`src/sece_pkg.sv`:
```
// shared types, codes and constants of the spike event channel encoder
// no dependencies; the exp lookup table is built here at elaboration
package sece_pkg;

  localparam int NUM_CH    = 64;
  localparam int CH_W      = 6;
  localparam int CNT_W     = 7;
  localparam int EXP_SIZE  = 256;
  localparam int EXP_IDX_W = 8;
  localparam int EXP_SPAN  = 16;
  // the exp argument in Q16.16 stays below EXP_SPAN, so index bits sit under this
  localparam int EXP_ARG_W = 16 + $clog2(EXP_SPAN);

  localparam logic signed [63:0] SUM_LIMIT = 64'sh4000_0000_0000_0000;
  localparam logic signed [31:0] VAL_MAX   = 32'sh7FFF_FFFF;
  localparam logic signed [31:0] VAL_MIN   = 32'sh8000_0000;

  typedef enum logic [1:0] {
    CMD_OPEN  = 2'd0,
    CMD_EVENT = 2'd1,
    CMD_CLOSE = 2'd2
  } cmd_t;

  typedef enum logic [1:0] {
    MODE_RATE    = 2'd0,
    MODE_LATENCY = 2'd1,
    MODE_FILTER  = 2'd2,
    MODE_POP     = 2'd3
  } mode_t;

  typedef enum logic [2:0] {
    REG_MODE  = 3'd0,
    REG_CHANS = 3'd1,
    REG_RATE  = 3'd2,
    REG_STIM  = 3'd3,
    REG_LAT   = 3'd4,
    REG_DECAY = 3'd5,
    REG_GAIN  = 3'd6
  } reg_idx_t;

  typedef enum logic [1:0] {
    F_IDLE,
    F_FOLD,
    F_PUSH
  } front_state_t;

  typedef enum logic [2:0] {
    B_IDLE,
    B_EV_RD,
    B_EV_WR,
    B_CL_RD,
    B_CL_MUL,
    B_CL_OUT
  } back_state_t;

  typedef struct packed {
    logic [1:0]         command;
    logic [31:0]        event_time;
    logic signed [15:0] channel;
    logic signed [15:0] amplitude;
  } item_t;

  typedef struct packed {
    logic [5:0]         channel_index;
    logic signed [31:0] value;
    logic               last;
  } result_t;

  // queue entry: channel already folded
  typedef struct packed {
    logic [1:0]         command;
    logic [31:0]        event_time;
    logic [CH_W-1:0]    ch;
    logic signed [15:0] amplitude;
  } qent_t;

  typedef struct packed {
    logic [1:0]  mode;
    logic [CNT_W-1:0] chans;
    logic [31:0] rate_scale;
    logic [31:0] stimulus_time;
    logic [31:0] latency_scale;
    logic [15:0] filter_decay;
    logic [31:0] filter_gain;
  } cfg_t;

  typedef logic [31:0] exp_tab_t [EXP_SIZE];

  // exp(-16k/EXP_SIZE) in Q16.16, via a Q30 taylor series and repeated products
  function automatic exp_tab_t build_exp_table();
    exp_tab_t tab;
    logic [63:0] y;
    logic [63:0] term;
    logic [63:0] r;
    logic [63:0] p;
    logic signed [63:0] sum;
    y    = (64'(EXP_SPAN) << 30) / 64'(EXP_SIZE);
    term = 64'd1 << 30;
    sum  = signed'(term);
    for (int n = 1; n < 64; n++) begin
      if (term != 64'd0) begin
        term = ((term * y) >> 30) / 64'(n);
        if (n[0]) sum = sum - signed'(term);
        else sum = sum + signed'(term);
      end
    end
    if (sum < 0) sum = 64'sd0;
    r = unsigned'(sum);
    p = 64'd1 << 30;
    for (int k = 0; k < EXP_SIZE; k++) begin
      tab[k] = 32'((p + 64'd8192) >> 14);
      p = (p * r + (64'd1 << 29)) >> 30;
    end
    return tab;
  endfunction

  localparam exp_tab_t EXP_TABLE = build_exp_table();

endpackage

```
`src/sece_queue.sv`:
```
// short fifo between the front end and the back end
// depends on sece_pkg for the entry type
module sece_queue #(
  parameter int DEPTH = 4
) (
  input  logic            clk,
  input  logic            rst,
  input  logic            push,
  input  sece_pkg::qent_t push_data,
  output logic            full,
  input  logic            pop,
  output sece_pkg::qent_t head,
  output logic            empty
);
  import sece_pkg::*;

  localparam int PTR_W = (DEPTH > 1) ? $clog2(DEPTH) : 1;
  localparam int LVL_W = $clog2(DEPTH + 1);

  qent_t            slots [DEPTH];
  logic [PTR_W-1:0] wr_ptr, rd_ptr;
  logic [LVL_W-1:0] level;

  assign full  = (level == LVL_W'(DEPTH));
  assign empty = (level == '0);
  assign head  = slots[rd_ptr];

  always_ff @(posedge clk) begin
    if (push) slots[wr_ptr] <= push_data;
  end

  always_ff @(posedge clk) begin
    if (rst) begin
      wr_ptr <= '0;
      rd_ptr <= '0;
      level  <= '0;
    end else begin
      if (push) wr_ptr <= (wr_ptr == PTR_W'(DEPTH - 1)) ? '0 : wr_ptr + 1'b1;
      if (pop) rd_ptr <= (rd_ptr == PTR_W'(DEPTH - 1)) ? '0 : rd_ptr + 1'b1;
      if (push && !pop) level <= level + 1'b1;
      else if (pop && !push) level <= level - 1'b1;
    end
  end

endmodule

```
`config.mk`:
```
export PLATFORM = sky130hd
export DESIGN_NAME = sece_queue
export DESIGN_NICKNAME = d
export VERILOG_FILES = /design/src/sece_pkg.sv /design/src/sece_queue.sv
export SDC_FILE = /design/constraint.sdc
export NUM_CORES = 1
export LEC_CHECK = 0
export ABC_CLOCK_PERIOD_IN_PS = 3600
export BUFFER_PORTS_ARGS = -buffer_cell sky130_fd_sc_hd__buf_2
export CAP_MARGIN = 10
export CORE_MARGIN = 2
export CORE_UTILIZATION = 61
export CTS_CLUSTER_DIAMETER = 200
export DETAILED_ROUTE_END_ITERATION = 8
export PLACE_DENSITY_LB_ADDON = 0.25
export SYNTH_ARGS = -nofsm -noshare
export SYNTH_HDL_FRONTEND = slang
export SYNTH_SLANG_ARGS = --single-unit
```
`constraint.sdc`:
```
create_clock -name clk -period 3.6 [get_ports clk]
set_input_delay 0.72 -clock clk [delete_from_list [all_inputs] [get_ports clk]]
set_output_delay 0.72 -clock clk [all_outputs]
set_load 0.005 [all_outputs]
```
Yosys cells after proc, flatten, opt, wreduce, memory -nomap -nowiden --
Memory sizes are Yosys's and may differ from the RTL's. A register that Yosys moved wholly into a read port is not among the register bits. Index checks and enable logic that the tools add are counted.
Operators by class: add/sub/neg operators 4, equal/unequal tests 3, mux-type cells 8, reduce and logical (&&, ||, !) cells 6
Operator list (number):
- two-way mux 2 bit | 4
- two-way mux 3 bit | 2
- adder 2 x 1 -> 2 bit, second input constant | 2
- == test 2 bit, second input constant | 2
- adder 3 x 1 -> 3 bit, second input constant | 1
- == test 3 bit, second input constant | 1
- zero test 3 bit | 1
- subtractor 3 x 1 -> 3 bit, second input constant | 1
- logical AND 1 bit | 2
- zero test 1 bit | 2
- two-way mux 1 bit | 2
- nonzero test 2 bit | 1
Storage, ports and cells: flip-flop bits (word level) 7, bits in writable memories 224, bits of input ports 60, output and inout bits 58, logic and storage cells 25, memories kept 1
Memory list:
- slots | words 4, bits a word 56, read ports 1, clocked after memory_dff 1, write ports 1, line sece_queue.sv:20 | qent_t slots [DEPTH];

Depth between registers and ports, before layout --
depth in word-level cells 4, mapped depth 7, depth with buffers taken out 7

Worst setup path before layout --
No wires, ideal clock.
path kind input-to-reg, start in push, end mem slots[0][0] (netlist bit) (enable), arrival 2.048 ns, required time 3.181 ns, path slack 1.132 ns, cell stages on the path 1, path through and2_1
On the way: longest elaborated chain between the ends 2
Ends and longest elaborated chain:
- start: declaration | line sece_queue.sv:8 | input logic push,
- two-way mux 1 bit | line sece_queue.sv:29 | if (push) slots[wr_ptr] <= push_data;
- two-way mux 1 bit (implied by the code) | line sece_queue.sv:29
- end: declaration | line sece_queue.sv:20
Every way passes these cells.

==> impl_results.md <==
- Status: finished, final reports clean
- Least-Margin Pin Slew: 0.688 ns
- Post-CTS setup buffer count: 0
- DRC violation total after the first TritonRoute iteration: 341
- Setup TNS: 0 ns
- Clk Tree Root Cell: clkbuf_16
- Worst Skew: between 0.004 and 0.005 ns
- Post-cts sizing count: 0
- Largest family of logic cells by synthesized area: multiplexers
- Metal2 WL: roughly 7400 microns
- Area added between synthesis and finish: 17.6%
- Routed WL per cell: 21.3 microns
- CTS tree: built
- Die Width: 122 microns
- Final hold slack: 0.450 ns
- Clk sink count: 233
- Final min period: 2.89 ns
- Metal-1 WL: around 6000 microns
- Row count: 43
- Mapped cell area: between 0.008 and 0.009 sq mm
- Max Buffers Root-to-Sink: 3
- Routed vias: 3813
- DRC Markers: 0
- Post-Place Cells: roughly 630
- Clk_lat worst skew: between 0.4 and 0.5 ns
- Simple-gate portion of the synthesized area: 0.907%
- Critical-path top delay cell: dfxtp_4
- Setup crit end kind: primary output
- Cells after Synth: 336
- Final setup violation count: 0
- Synth Area in Compound Gates: 0.175%
- Total CTS buffers: 22
- Antenna Violating Nets Remaining: 0
- Placed inst area: 0.00936 sq mm
- Max Cap Viol: 0
- Antenna violations before repair: 0
- Commonest cells after routing, fill and taps aside: edfxtp_1 (224), buf_2 (117), mux4_2 (56), clkbuf_16 (23), buf_4 (9)
- RSZ-0062 raised after global routing: no
- Post-synthesis xor/xnor area fraction: 0.205%
- Power Density: 577 mW/mm^2
- Total grt overflow: 0
- Pin count of the biggest net entering global routing: 33
- Antenna cells: 0
- Pleak: 3.45 nW
- Layout cell share with drive strength beyond 1: 45.1%
- Yosys reg bits: 233
- Worst Path Max Fanout: 22
- Core box area: 0.0138 sq mm
- Min-Delay Path Class: primary input to register
- WS Path Type: register to primary output
- Met3 wire length: 845 microns
- Overall routed net length: between 10000 and 15000 microns
- First-pass GRT wire length: 22300 microns
- Syn Area/Cell: 25.5 sq um
- Seq/Total Area, Yosys: between 80% and 90%
- Vias per inst: 5.67
- Worst EP arrival: about 2.2 ns
- Commonest non-fill, non-tap cell in the layout: edfxtp_1
- Non-Filler Instances: 672
- Synth Warn #: 0
- # port buffers: 117
- Net count after synthesis: 403
- Vias in the first global route: between 4000 and 5000
- Die footprint: 0.0150 sq mm
- Initial Utilization: 62.1%
- Chip height: 122 microns
- Final Net Count: 543
- Count of final max-slew check failures: 0
- Max incr delay on CP: 0.64 ns
- Total power: 5.81 mW
- Tot GR Track Use: between 20% and 30%
- Final cycle utilization of the critical path: ~80%
- Max layer used: met4
- Clock transition at the registers of the reported paths: 0.06 ns
- Synth unique cells: 20
- IO Count: 118
- Mux cell area share after synthesis: 15.2%
- Worst-path cell chain: buf_4 > mux4_2 > buf_2
- Post-DP HPWL: 9100 microns
- Maximum vdd drop: 0.427 mV
- Pre-CTS WS: 1.16 ns
- Layout Utilization: 73.0%
- Drt pass-1 iters: 4
- Crit start category: register
- Hold_buf cts: 0
- Critical Path RT: 2.88 ns
- H-tree Lvls: 1
- Final Hold Viols: 0
- Slew margin rel.: 54.1%
- Top achievable clock speed: approximately 350 MHz
- Adder-Cell Fraction of Synth Area: about 1.1%
- GP Congestion: 0.666
- Final Cell Area: 0.0101 sq mm
- Setup slack after layout: 0.714 ns
## final cells by class
| cell class | instances | area (sq um) |
|---|---|---|
| inverters | 4 | 15.0 |
| multi-input cells | 87 | 1510 |
| repair buffers | 128 | 693 |
| clock inverters | 13 | 113 |
| clock buffers | 27 | 591 |
| flip-flops and latches | 233 | 6910 |
| fillers | 831 | 3710 |
| well taps | 180 | 225 |
## critical path: cells and delay by family (launching register included)
| kind | cells | cell delay, ns |
|---|---|---|
| muxes | 1 | 0.55 |
| DFF | 1 | 0.64 |
| buffers and inverters | 2 | 0.49 |
## report_power, final
part,switching (mW),internal [mW],leakage [nW]
combinational,0.218,0.231,0.971
sequential,0.0533,3.10,2.13
clock,0.895,1.31,0.346
## kinds of logic after synthesis
logic type | count (synthesis)
buf+inv | 16
xor+xnor | 2
mux | 60
fa+ha+maj | 7
flops | 233
simple gates | 15
compound gates | 3
## cell usage after synthesis
cell type,number,area (sq um)
edfxtp_1,224,6730
dfxtp_1,9,180
clkbuf_1,1,3.75
buf_4,1,7.51
ha_1,6,75.1
buf_12,4,80.1
nor3b_1,2,15.0
a21oi_1,2,10.0
nor2_1,7,26.3
nor3_1,1,5.00
buf_2,5,25.0
and2_1,4,25.0
mux4_2,56,1260
o21ai_0,1,5.00
buf_6,1,11.3
mux2i_1,4,40.0
xor2_1,2,17.5
or3_1,1,6.26
inv_1,4,15.0
fa_1,1,20.0
## metal layers
layer	up-vias	global-route usage (%)
met2	101	33.0
li1	1706	-
met3	13	4.69
met1	1993	28.2
met5	-	0
met4	0	3.95
## path summary, 6_finish.rpt
| path | from | to | slack (ns) | cells after the start |
|---|---|---|---|---|
| min reg2reg | level[2]$_SDFFE_PP0P_ | level[2]$_SDFFE_PP0P_ | 0.55 | 2 |
| max reg2reg | wr_ptr[0]$_SDFFE_PP0P_ | slots[3][48]$_DFFE_PP_ | 1.68 | 3 |
| min | push_data[44] | slots[2][44]$_DFFE_PP_ | 0.45 | 1 |
| max | register | head[6] | 0.71 | 3 |
## state kept, by name (all words and copies together) (netlist names), named ones only
register  count
wr_ptr        2
level         3
slots       224
rd_ptr        2
(Power assumes the default switching activity.)
